## src/rtl/pyd_pkg.sv

```systemverilog
package pyd_pkg;

	localparam int MAX_WIDTH_DEF = 4096;
	localparam int LEVELS_DEF    = 4;
	localparam int FRAME_W_RST   = 640;
	localparam int FRAME_H_RST   = 480;
	localparam int LEVELS_RST    = 4;
	localparam int HEIGHT_CAP    = 4096;
	localparam int RES_CAP       = 16;
	localparam int FIFO_DEPTH    = 8;
	localparam int LVL_BITS      = 3;

	localparam logic [1:0] REG_WIDTH  = 2'd0;
	localparam logic [1:0] REG_HEIGHT = 2'd1;
	localparam logic [1:0] REG_LEVELS = 2'd2;

	typedef enum logic [1:0] {
		OP_NONE,
		OP_EVEN,
		OP_COPY,
		OP_HOLD
	} take_op_t;

	typedef struct packed {
		logic [12:0] frame_width;
		logic [12:0] frame_height;
		logic [2:0]  levels_in_use;
		logic        restart;
	} cfg_t;

	typedef struct packed {
		logic [1:0]  level;
		logic [10:0] row;
		logic [10:0] col;
		logic [7:0]  value;
		logic        last;
	} result_t;

	typedef struct packed {
		logic                valid;
		logic                emit;
		logic                last;
		logic [LVL_BITS-1:0] lvl;
		logic                j;
		logic [10:0]         row;
		logic [10:0]         col;
		take_op_t            op;
		logic                avg;
		logic                held;
		logic                nn;
		logic [7:0]          pix;
	} item_t;

endpackage

```

## src/rtl/pyd_sched.sv

```systemverilog
module pyd_sched #(
	parameter int MAX_WIDTH = pyd_pkg::MAX_WIDTH_DEF,
	parameter int LEVELS    = pyd_pkg::LEVELS_DEF
) (
	input  logic                         clk,
	input  logic                         arst_n,
	input  pyd_pkg::cfg_t                cfg,
	input  logic                         pixel_valid,
	input  logic [7:0]                   pixel,
	output logic                         pixel_ready,
	input  logic                         room,
	output logic [$clog2(MAX_WIDTH)-1:0] rd_addr,
	output logic [$clog2(MAX_WIDTH)-1:0] addr_s2,
	output pyd_pkg::item_t               item_s2
);
	import pyd_pkg::*;

	localparam int AW = $clog2(MAX_WIDTH);
	localparam int EW = $clog2(MAX_WIDTH + 1);
	localparam int LW = $clog2(LEVELS);
	localparam int KW = $clog2(LEVELS + 1);

	logic [11:0]   row_q [LEVELS];
	logic [AW-1:0] col_q [LEVELS];
	logic          busy_q;
	logic [LW-1:0] k_q;
	logic          j_q;
	logic          two_q;
	logic [1:0]    nn_q;
	logic [4:0]    nres_q;

	logic [EW-1:0] effw, wk, nc;
	logic [12:0]   effh, hk, nr;
	logic [KW-1:0] nlev, lvk;
	logic [LW-1:0] k;
	logic          j, two;
	logic [1:0]    nn, nn_next, p;
	logic [4:0]    nres;
	logic          item_valid, fire;
	logic [11:0]   r, ro;
	logic [AW-1:0] c, q;
	logic          col_end, row_end, take_on, even, avg, held, odd, last_in_level, done;
	logic          emit, last;
	take_op_t      op;
	logic [AW:0]   maxw, base;

	always_comb begin
		effw = ({1'b0, cfg.frame_width} > 14'(MAX_WIDTH)) ? EW'(MAX_WIDTH) : EW'(cfg.frame_width);
		effh = (cfg.frame_height > 13'(HEIGHT_CAP)) ? 13'(HEIGHT_CAP) : cfg.frame_height;
		if (cfg.levels_in_use == 3'd0) begin
			nlev = KW'(1);
		end else if (32'(cfg.levels_in_use) > LEVELS) begin
			nlev = KW'(LEVELS);
		end else begin
			nlev = KW'(cfg.levels_in_use);
		end

		k    = busy_q ? k_q : '0;
		j    = busy_q ? j_q : 1'b0;
		two  = busy_q ? two_q : 1'b0;
		nn   = busy_q ? nn_q : 2'd0;
		nres = busy_q ? nres_q : 5'd0;
		item_valid = busy_q || pixel_valid;
		fire = item_valid && room;

		r  = row_q[k];
		c  = col_q[k];
		wk = effw >> k;
		hk = effh >> k;
		col_end = ((EW+1)'(c) + (EW+1)'(1)) >= (EW+1)'(wk);
		row_end = (13'(r) + 13'd1) >= hk;

		lvk = KW'(k) + KW'(1);
		nc  = effw >> lvk;
		nr  = effh >> lvk;
		take_on = (lvk < nlev) && (nc != '0) && (nr != '0);
		q  = c >> 1;
		ro = r >> 1;

		even = take_on && !r[0] && !c[0] && ((EW+1)'(q) < (EW+1)'(nc));
		avg  = even && (r >= 12'd2) && (q != '0) && (13'(ro) < nr);
		held = avg && ((EW+1)'(q) == ((EW+1)'(nc) - (EW+1)'(1)));
		odd  = take_on && r[0] && c[0] && (13'(ro) < nr) && ((EW+1)'(q) < (EW+1)'(nc));

		op = OP_NONE;
		p  = {1'b0, avg} + {1'b0, held};
		if (even) begin
			op = OP_EVEN;
		end else if (odd) begin
			if (13'(ro) == nr - 13'd1) begin
				op = OP_COPY;
				p  = 2'd1;
			end else if ((EW+1)'(q) == ((EW+1)'(nc) - (EW+1)'(1))) begin
				if (nc == EW'(1)) begin
					op = OP_COPY;
					p  = 2'd1;
				end else begin
					op = OP_HOLD;
				end
			end
		end

		maxw = (AW+1)'(MAX_WIDTH);
		base = maxw - (maxw >> (lvk - KW'(1)));
		rd_addr = base[AW-1:0] + q;

		nn_next = nn + p;
		last_in_level = (j == two);
		done = last_in_level && (nn_next == 2'd0);
		emit = (k != '0) && (nres < 5'(RES_CAP));
		last = emit && (done || (nres == 5'(RES_CAP - 1)));

		pixel_ready = room && !busy_q;
	end

	always_ff @(posedge clk or negedge arst_n) begin
		if (!arst_n) begin
			for (int i = 0; i < LEVELS; i++) begin
				row_q[i] <= '0;
				col_q[i] <= '0;
			end
			busy_q  <= 1'b0;
			k_q     <= '0;
			j_q     <= 1'b0;
			two_q   <= 1'b0;
			nn_q    <= 2'd0;
			nres_q  <= 5'd0;
			item_s2 <= '0;
			addr_s2 <= '0;
		end else begin
			item_s2.valid <= fire;
			item_s2.emit  <= emit;
			item_s2.last  <= last;
			item_s2.lvl   <= LVL_BITS'(k);
			item_s2.j     <= j;
			item_s2.row   <= 11'(r);
			item_s2.col   <= 11'(c);
			item_s2.op    <= op;
			item_s2.avg   <= avg;
			item_s2.held  <= held;
			item_s2.nn    <= nn[0];
			item_s2.pix   <= pixel;
			addr_s2       <= rd_addr;
			if (cfg.restart) begin
				for (int i = 0; i < LEVELS; i++) begin
					row_q[i] <= '0;
					col_q[i] <= '0;
				end
			end else if (fire) begin
				if (col_end) begin
					col_q[k] <= '0;
					row_q[k] <= row_end ? 12'd0 : r + 12'd1;
				end else begin
					col_q[k] <= c + AW'(1);
				end
				busy_q <= !done;
				nres_q <= nres + {4'd0, emit};
				if (!last_in_level) begin
					k_q   <= k;
					j_q   <= 1'b1;
					two_q <= two;
					nn_q  <= nn_next;
				end else begin
					k_q   <= LW'(lvk);
					j_q   <= 1'b0;
					two_q <= (nn_next == 2'd2);
					nn_q  <= 2'd0;
				end
			end
		end
	end

endmodule

```

## config.mk

```make
export PLATFORM = sky130hd
export DESIGN_NAME = pyd_sched
export DESIGN_NICKNAME = d
export VERILOG_FILES = /design/src/rtl/pyd_pkg.sv /design/src/rtl/pyd_sched.sv
export SDC_FILE = /design/constraint.sdc
export NUM_CORES = 1
export LEC_CHECK = 0
export BUFFER_PORTS_ARGS = -buffer_cell sky130_fd_sc_hd__buf_2
export CORE_UTILIZATION = 40
export CTS_BUF_LIST = sky130_fd_sc_hd__clkbuf_4
export DETAILED_ROUTE_END_ITERATION = 10
export SLEW_MARGIN = 20
export SYNTH_ARGS = -nofsm -noshare
export SYNTH_HDL_FRONTEND = slang
export SYNTH_SLANG_ARGS = --single-unit
```

## constraint.sdc

```tcl
create_clock -name clk -period 6.9 [get_ports clk]
set_clock_uncertainty 0.05 [all_clocks]
set_input_delay 1.035 -clock clk [delete_from_list [all_inputs] [get_ports clk]]
set_output_delay 1.035 -clock clk [all_outputs]
set_load 0.01 [all_outputs]
```

## After elaboration in Yosys (flattened, before gate mapping)

Cells that the tools add are included.

- Flip-flop bits (word level): 161
- Latch bits: 0
- Memory bits (writable): 0
- ROM bits: 0
- Input bits: 42
- Word-level logic and storage cells: 142
- Memories: 0

- $add $sub $neg: 13
- Multipliers: 0
- Divide/modulo/power cells: 0
- Magnitude comparators: 12
- Equal/unequal tests: 6
- Shift-type cells: 5
- Multiplexer cells: 40
- Bitwise logic cells: 4
- Reductions and logical operators: 35

Operators by type and width:

| kind | number |
|---|---|
| two-way mux 48 bit | 6 |
| bitwise mux 48 bit | 2 |
| two-way mux 12 bit | 6 |
| AND 48 bit | 1 |
| binary-select mux 12 bit (select 2 bit) | 2 |
| NOT 48 bit | 1 |
| adder 12 x 1 -> 13 bit, second input constant | 2 |
| greater-or-equal comparator 13 bit | 2 |
| > comparator 13 bit, second input constant | 2 |
| less-than comparator 11 x 13 -> 1 bit | 2 |
| two-way mux 13 bit | 2 |
| two-way mux 2 bit | 13 |
| nonzero test 13 bit | 2 |
| right shift 13 x 2 -> 13 bit | 2 |
| right shift 13 x 3 -> 13 bit | 2 |
| adder 12 x 1 -> 12 bit, second input constant | 2 |
| demux 12 bit (select 2 bit) | 1 |
| logical AND 1 bit | 19 |
| == test 11 x 14 -> 1 bit | 1 |
| subtractor 13 x 1 -> 14 bit, second input constant | 1 |
| == test 11 x 13 -> 1 bit | 1 |
| == test 13 x 1 -> 1 bit, second input constant | 1 |
| right shift 13 x 3 -> 12 bit, first input constant | 1 |
| subtractor 13 x 1 -> 13 bit, second input constant | 1 |
| other kinds (28) | 40 |

## Logic depth before layout (Yosys ltp)

Gate-level depths: netlist of the first run.

- Depth in word-level cells: 24
- Depth in mapped cells: 28

## Worst setup path after synthesis of the first run

No wires, ideal clock.

- Kind: input to register
- From: in cfg[28] (netlist name)
- To: reg busy_q
- Library setup time: 0.130 ns
- Data arrival time: 5.337 ns
- Data required time: 6.720 ns
- Setup slack: 1.383 ns
- Stages on the path: 22
- Path buffers: 3
- Cell sequence: buf_2 or4_4 o31ai_4 buf_2 o211a_1 inv_1 ha_1 clkbuf_1 o211a_1 or3_1 xnor2_1 o32a_1 o21ai_1 nand3_1 nor3_1 a21boi_0 o21ai_0 ha_1 xor2_1 or4_4 a21oi_2 o21ai_1

- Word-level cells in the longest chain between the ends: 23
- Elaborated cells on any way between the ends: 31
- Classes of those cells: 3 x add/sub; 2 x order compare; 2 x eq/ne; 1 x shift; 6 x mux; 17 x reduce/logical

RTL lines:

| element | line | text |
|---|---|---|
| start, declared | pyd_sched.sv:7 | `input pyd_pkg::cfg_t cfg,` |
| > comparator 13 bit | pyd_sched.sv:48 | `effw = ({1'b0, cfg.frame_width} > 14'(MAX_WIDTH)) ? EW'(MAX_WIDTH) : EW'(cfg.frame_width);` |
| two-way mux 13 bit * | pyd_sched.sv:48 |  |
| right shift 13 x 3 -> 13 bit * | pyd_sched.sv:74 | `nc = effw >> lvk;` |
| parallel branches: the longest is 15 deep, another holds subtractor 13 x 1 -> 14 bit | - |  |
| two-way mux 2 bit * | pyd_sched.sv:87 | `if (even) begin` |
| adder 2 bit * | pyd_sched.sv:107 | `nn_next = nn + p;` |
| zero test 2 bit * | pyd_sched.sv:109 | `done = last_in_level && (nn_next == 2'd0);` |
| logical AND 1 bit * | pyd_sched.sv:109 |  |
| zero test 1 bit * | pyd_sched.sv:156 | `busy_q <= !done;` |
| end signal, assigned | pyd_sched.sv:156 |  |
| end, declared | pyd_sched.sv:25 | `logic busy_q;` |

Mark *: on every way between the ends.
A chain may end at the register's enable or synchronous reset.

## Worst setup path after layout of the first run

- From: reg k_q[0]
- To: reg row_q[25] (netlist name)

- Elaborated cells on any way between the ends: 27
- Classes of those cells: 3 x add/sub; 4 x order compare; 2 x shift; 14 x mux; 1 x bitwise; 3 x reduce/logical

RTL lines:

| element | line | text |
|---|---|---|
| start, declared | pyd_sched.sv:26 | `logic [LW-1:0] k_q;` |
| start signal, assigned | pyd_sched.sv:159 | `k_q <= k;` |
| start signal, assigned | pyd_sched.sv:164 | `k_q <= LW'(lvk);` |
| two-way mux 2 bit | pyd_sched.sv:58 | `k = busy_q ? k_q : '0;` |
| NOT 2 -> 3 bit (not written as such) | pyd_sched.sv:67 | `c = col_q[k];` |
| binary-select mux 12 bit (select 2 bit) | pyd_sched.sv:67 |  |
| two-way mux 12 bit (not written as such) (2 in a row) | pyd_sched.sv:67 |  |
| net c[4] | pyd_sched.sv:41 | `logic [AW-1:0] c, q;` |
| adder 12 x 1 -> 13 bit | pyd_sched.sv:70 | `col_end = ((EW+1)'(c) + (EW+1)'(1)) >= (EW+1)'(wk);` |
| greater-or-equal comparator 13 bit | pyd_sched.sv:70 |  |
| nonzero test 2 bit (no line) | - |  |
| AND reduction 2 bit (no line) | - |  |
| end signal, assigned by index | pyd_sched.sv:152 | `row_q[k] <= row_end ? 12'd0 : r + 12'd1;` |
| end, declared | pyd_sched.sv:23 | `logic [11:0] row_q [LEVELS];` |

The timed path passes the listed nets, and every way through them passes these cells. The select of a mux whose other input is x is not followed.

==> results of run 1 <==
==> report_power, final <==
group          switching (µW)  total [µW]  internal, µW  leakage (µW)
clock                     431         636           205      0.000167
combinational             237         369           131       0.00321
sequential               8.93         950           941       0.00215
total                     677        1950          1280       0.00553
==> metal layers <==
layer | share of wire, % | GRT usage, % | wire, µm | up-vias
met2 | 44 | 36.7 | 14100 | 395
li1 | - | - | - | 4444
met1 | 46 | 34.9 | 14800 | 4628
met3 | 7.9 | 4.47 | 2530 | 47
met5 | 0 | 0 | 0 | -
met4 | 2.0 | 7.34 | 637 | 0
==> cells in the final DEF (no fill, tap or decap), types with 10 or more instances in the layout <==
master and n:
a211oi_1 19, ha_1 67, inv_1 40, clkbuf_4 17
xor2_1 13, nand2b_1 10, and3_1 23, nor2b_1 19
nand2_1 123, nand3_1 44, a21oi_1 53, buf_2 106
mux2_2 12, dfrtp_1 157, buf_4 23, o21a_1 19
nand4_1 11, and2_1 16, nor3_1 23, o2bb2ai_1 41
nor2_1 57, xnor2_1 32, a31oi_1 13, o21ai_0 41
a32o_1 37, a21o_1 12, mux2i_1 21
==> registers in the layout, indices dropped and copies added (netlist names) <==
name,flops
col_q,48
row_q,48
item_s2,41
addr_s2,9
nres_q,5
k_q,2
nn_q,2
busy_q,1
j_q,1
two_q,1
==> worst min-delay path by stage <==
stage,from,end,cells past startpoint
finish,nres_q[1]$_DFFE_PN0P_,nres_q[1]$_DFFE_PN0P_,2
global route,pixel[3],item_s2[3]$_DFF_PN0_,1
global placement,nres_q[1]$_DFFE_PN0P_,nres_q[1]$_DFFE_PN0P_,2
floorplan,nres_q[1]$_DFFE_PN0P_,nres_q[1]$_DFFE_PN0P_,2
detailed placement,nres_q[1]$_DFFE_PN0P_,nres_q[1]$_DFFE_PN0P_,2
CTS,pixel[1],item_s2[1]$_DFF_PN0_,1
==> kinds of logic after synthesis <==
family	after synthesis	share of synthesized area [%]
AND/OR/NAND/NOR	380	18.4
other	2	0.0709
flip-flops	158	37.3
buffers and inverters	110	4.47
adder cells (fa/ha/maj)	69	8.12
XOR/XNOR	45	3.72
multiplexers	38	4.11
AO/OA/AOI/OAI	338	23.8
==> synthesized netlist by cell type (18+ instances only) <==
cell type,instances
nor2_1,57
a211oi_1,19
clkbuf_1,34
ha_1,67
a32o_1,37
inv_1,40
nor3_1,23
mux2i_1,21
nor2b_1,19
xnor2_1,32
nand2_1,124
a21oi_1,55
buf_2,18
dfrtp_1,158
o21ai_0,41
nand3_1,44
and3_1,23
o2bb2ai_1,41
o21a_1,19
==> worst register-to-register path, cell delays in order (launching register included) <==
cell and delay, ns:
dfrtp_2 0.63, nand2_1 0.19, buf_4 0.52, a211oi_1 0.25
a21oi_1 0.46, buf_4 0.24, and4_1 0.22, nand2_1 0.08
nor3_1 0.40, and3_1 0.24, xor2_1 0.43, ha_1 0.34
nand4_1 0.10, nor2_1 0.05, o21ai_0 0.17, o211ai_1 0.47
a21oi_1 0.97, a22o_1 0.27
==> layout make-up <==
class | count | area (µm²) | area share (%)
multi-input cells | 875 | 6180 | 52.5
flip-flops and latches | 158 | 3960 | 33.6
repair buffers | 131 | 734 | 6.24
well taps | 335 | 419 | 3.56
clock inverters | 15 | 189 | 1.61
inverters | 42 | 158 | 1.34
clock buffers | 17 | 128 | 1.08
diodes | 2 | 5.00 | 0.0425
==> per-stage QoR <==
step / total power (µW) / util [%] / std cells / setup WS, ns / cell area [µm²]
6_report: 1950 / 45.3 / 1575 / 0.767 / 11800
5_1_grt: 2050 / 45.3 / 1574 / 0.425 / 11800
4_1_cts: 1970 / 45.2 / 1573 / 0.914 / 11800
3_5_place_dp: 1330 / 44.0 / 1541 / 0.848 / 11400
3_3_place_gp: 1330 / 44.0 / 1541 / 0.892 / 11400
2_1_floorplan: 1200 / - / 1143 / 1.38 / 10600
==> flow_metrics.env, run 1 <==
export IMPL_vdd_drop_max_uv=86.5
export IMPL_clkTransAtPathRegs_ns=0.17
export IMPL_crit_cells=17
export IMPL_ys_flop_type="dfrtp_1"
export IMPL_die_area_um2=27100
export IMPL_violations="design-rule violations"
export IMPL_postCtsSetupBuffers=0
export IMPL_drt_total_wl_um=32100
export IMPL_fill_cells=2540
export IMPL_synth_seq_cells=158
export IMPL_min_period_ns=6.13
export IMPL_num_io_pins=109
export IMPL_holdBufCountCts=0
export IMPL_crit_path_top_delay_cell="a21oi_1"
export IMPL_synthArstFlopShare_pct=100
export IMPL_antenna_found_initial=2
export IMPL_cp_top_family="compound AO/OA/AOI/OAI gates"
export IMPL_synth_top_area_cell="dfrtp_1"
export IMPL_cts_max_path_buffers=2
export IMPL_critPathArrivalTime_ns=6.62
export IMPL_relSlewSlack_pct=29.1
export IMPL_worstPathRequired_ns=7.39
export IMPL_status="complete, but fails checks"
export IMPL_r2r_cells=17
export IMPL_fin_crit_sh_pct=88.9
export IMPL_die_h_um=165
export IMPL_leakagePower_uw=0.00553
export IMPL_dr_pass1_iters=11
export IMPL_hold_path_class="reg2reg"
export IMPL_cap_viol_max_count=0
export IMPL_path_cells="nand2_1, buf_4, a211oi_1, a21oi_1, buf_4, and4_1, nand2_1, nor3_1, and3_1, xor2_1, ha_1, nand4_1, nor2_1, o21ai_0, o211ai_1, a21oi_1, a22o_1"
export IMPL_path_buf_inv=2
export IMPL_syn_cell_area_um2=10600
export IMPL_startpoint="k_q[0]$_DFFE_PN0P_"
export IMPL_syn_area_per_cell_um2=9.29
export IMPL_path_max_fanout=46
export IMPL_gp_congestion=0.921
export IMPL_fmax_mhz=163
export IMPL_drtIter0Drc=1185
export IMPL_r2r_start="k_q[0]$_DFFE_PN0P_"
export IMPL_root_buffer="clkbuf_4"
export IMPL_grt_max_degree=98
export IMPL_criticalPathCategory="reg2reg"
export IMPL_drv_slew=0
export IMPL_portBuffers=107
export IMPL_avgViaCountPerCell=6.04
export IMPL_r2r_setup_slack_ns=0.77
export IMPL_dp_hpwl_um=23300
export IMPL_startpoint_type="flop"
export IMPL_rows=59
export IMPL_tns_ns=0
export IMPL_grtUsageTotal_pct=24.3
export IMPL_synth_warnings=0
export IMPL_grt_pass1_wl_um=50700
export IMPL_max_slew_worst_pin_slew_ns=1.06
export IMPL_synth_edf_count=0
export IMPL_endpoint_kind="flop"
export IMPL_cts_sinks=158
export IMPL_whs_ns=0.447
export IMPL_worstSkewPairLatency_ns=0.60
export IMPL_ys_top_cells_by_area="dfrtp_1 (37%), ha_1 (7.9%), nand2_1 (4.4%), a32o_1 (3.5%), o2bb2ai_1 (3.4%)"
export IMPL_num_nets_final=1334
export IMPL_yosysTopAreaCellShare_pct=37.3
export IMPL_wl_per_cell_um=20.4
export IMPL_ant_nets=0
export IMPL_cp_endpoint="row_q[25]$_DFFE_PN0P_"
export IMPL_post_route_cells_drive_above_1_share_pct=16.7
export IMPL_vias=9514
export IMPL_htree_num_levels=4
export IMPL_dieWidth_um=165
export IMPL_synth_cells=1140
export IMPL_ys_types=81
export IMPL_gr_total_overflow=0
export IMPL_syn_to_final_growth_pct=11.2
export IMPL_p_per_area_nw_per_um2=166
export IMPL_cts_buffers=17
export IMPL_grt_pass1_vias=8983
export IMPL_drc=4
export IMPL_ys_seq_area_share_pct=37.3
export IMPL_reg2reg_to="row_q[25]$_DFFE_PN0P_"
export IMPL_rsz0062_at_grt="false"
export IMPL_cts_tree="yes"
export IMPL_design_core_area_um2=26000
export IMPL_setup_viol=0
export IMPL_cts_resized=0
export IMPL_crit_path_max_incr_delay_ns=0.96
export IMPL_hold_viol=0
export IMPL_start_util_pct=40.7
Note: power is estimated with default switching activity, not from simulation.
==> run 2, diff against run 1 <==
--- a/config.mk
+++ b/config.mk
@@ -7,7 +7,7 @@
 export LEC_CHECK = 0
 export BUFFER_PORTS_ARGS = -buffer_cell sky130_fd_sc_hd__buf_2
 export CORE_UTILIZATION = 40
-export CTS_BUF_LIST = sky130_fd_sc_hd__clkbuf_4
+export CTS_BUF_LIST = sky130_fd_sc_hd__clkbuf_2
 export DETAILED_ROUTE_END_ITERATION = 10
 export SLEW_MARGIN = 20
 export SYNTH_ARGS = -nofsm -noshare
==> flow_metrics.env, run 2 (synthesis gave the netlist of run 1 again) <==
export IMPL_status="complete, but fails checks"
export IMPL_violations="design-rule violations"
export IMPL_gp_congestion=0.921
export IMPL_vias=9494
export IMPL_hold_path_class="in2async"
export IMPL_drc=4
export IMPL_postCtsSetupBuffers=0
export IMPL_drtIter0Drc=1159
export IMPL_holdBufCountCts=0
export IMPL_num_nets_final=1334
export IMPL_worstSkewPairLatency_ns=0.78
export IMPL_tns_ns=0
export IMPL_worstPathRequired_ns=7.56
export IMPL_post_route_cells_drive_above_1_share_pct=16.7
export IMPL_cts_buffers=17
export IMPL_root_buffer="clkbuf_2"
export IMPL_grt_max_degree=98
export IMPL_fill_cells=2548
export IMPL_clkTransAtPathRegs_ns=0.30
export IMPL_final_cell_mix="dfrtp_1 (157), nand2_1 (123), buf_2 (106), ha_1 (67), nor2_1 (57)"
export IMPL_dr_pass1_iters=9
export IMPL_vdd_drop_max_uv=91.5
export IMPL_mostFrequentLayoutCell="dfrtp_1"
export IMPL_ff_latch_area_um2=3960
export IMPL_hold_viol=0
export IMPL_gr_total_overflow=0
export IMPL_path_max_fanout=46
export IMPL_met3WireLength_um=2280
export IMPL_top_regs="col_q: 48 flops, row_q: 48 flops, item_s2: 41 flops"
export IMPL_drt_total_wl_um=32200
export IMPL_max_slew_worst_pin_slew_ns=1.06
export IMPL_fmax_mhz=162
export IMPL_rsz0062_at_grt="false"
export IMPL_syn_to_final_growth_pct=10.8
export IMPL_die_h_um=165
export IMPL_avgViaCountPerCell=6.02
export IMPL_whs_ns=0.274
export IMPL_top_layer="met4"
export IMPL_cts_sinks=158
export IMPL_final_area_um2=11700
export IMPL_setup_viol=0
export IMPL_grt_pass1_vias=8974
export IMPL_fin_crit_sh_pct=89.2
export IMPL_cts_max_path_buffers=2
export IMPL_grtUsageTotal_pct=24.3
export IMPL_leakagePower_uw=0.00552
export IMPL_drv_slew=0
export IMPL_dp_hpwl_um=23300
export IMPL_relSlewSlack_pct=29.5
export IMPL_design_core_area_um2=26000
export IMPL_wl_met2_um=14500
export IMPL_multi_input_area_um2=6180
export IMPL_start_util_pct=40.7
export IMPL_place_area_um2=11400
export IMPL_wl_met1_um=15100
export IMPL_min_period_ns=6.16
export IMPL_cts_tree="yes"
export IMPL_cts_resized=0
export IMPL_criticalPathCategory="reg2reg"
export IMPL_startpoint_type="flop"
export IMPL_ant_nets=0
export IMPL_die_area_um2=27100
export IMPL_endpoint_kind="flop"
export IMPL_htree_num_levels=4
export IMPL_cap_viol_max_count=0
export IMPL_rows=59
export IMPL_wl_per_cell_um=20.4
export IMPL_num_io_pins=109
export IMPL_portBuffers=107
export IMPL_critPathArrivalTime_ns=6.81
export IMPL_grt_pass1_wl_um=50900
export IMPL_dieWidth_um=165
export IMPL_p_per_area_nw_per_um2=163
export IMPL_antenna_found_initial=2
[run 2: cell count changes in the layout (fill, tap and decap cells not counted), sizes merged]
cell   previous run  this run
diode             2         4
[run 2: final cells by class]
| class | instances | share of cell area (%) |
|---|---|---|
| clock inverter | 15 | 1.61 |
| antenna | 4 | 0.0853 |
| timing repair buffer | 131 | 6.26 |
| clock buffer | 17 | 0.725 |
| multi-input combinational | 875 | 52.7 |
| tap | 335 | 3.57 |
| sequential | 158 | 33.7 |
| inverter | 42 | 1.34 |
[run 2: worst paths after layout]
check / from / to / slack [ns] / cells after the start
setup / recovery: k_q[0]$_DFFE_PN0P_ / row_q[25]$_DFFE_PN0P_ / 0.74 / 17
hold / removal: arst_n / item_s2[4]$_DFF_PN0_ / 0.27 / 1
setup reg to reg: k_q[0]$_DFFE_PN0P_ / row_q[25]$_DFFE_PN0P_ / 0.74 / 17
hold reg to reg: nres_q[1]$_DFFE_PN0P_ / nres_q[1]$_DFFE_PN0P_ / 0.47 / 2
max in group asynchronous: arst_n / col_q[38]$_DFFE_PN0P_ / 5.15 / 2
min in group clk: pixel[6] / item_s2[6]$_DFF_PN0_ / 0.29 / 1
[run 2: metal layers]
| metal | vias to the layer above | GRT usage [%] |
|---|---|---|
| met3 | 21 | 4.24 |
| met2 | 364 | 37.1 |
| met4 | 0 | 6.01 |
| li1 | 4441 | - |
| met1 | 4668 | 35.3 |
| met5 | - | 0 |
[run 2: worst max-delay path, stage by stage (launching register included)]
cell      delay (ns)
dfrtp_2         0.66
nand2_1         0.19
buf_4           0.52
a211oi_1        0.25
a21oi_1         0.47
buf_4           0.24
and4_1          0.22
nand2_1         0.08
nor3_1          0.39
and3_1          0.24
xor2_1          0.43
ha_1            0.33
nand4_1         0.10
nor2_1          0.05
o21ai_0         0.17
o211ai_1        0.47
a21oi_1         0.96
a22o_1          0.27
[run 2: power by group]
group	internal (µW)	total [µW]	switching [µW]
Clock	160	590	431
Combinational	131	369	237
Sequential	944	952	8.86
[run 2: metrics by stage]
| stage | utilization [%] | total power, µW | setup WS [ns] | instances |
|---|---|---|---|---|
| 2_1_floorplan | - | 1200 | 1.38 | 1143 |
| 3_3_place_gp | 44.0 | 1330 | 0.892 | 1541 |
| 3_5_place_dp | 44.0 | 1330 | 0.848 | 1541 |
| 4_1_cts | 45.1 | 1930 | 0.889 | 1573 |
| 5_1_grt | 45.1 | 2010 | 0.401 | 1576 |
| 6_report | 45.1 | 1910 | 0.744 | 1577 |
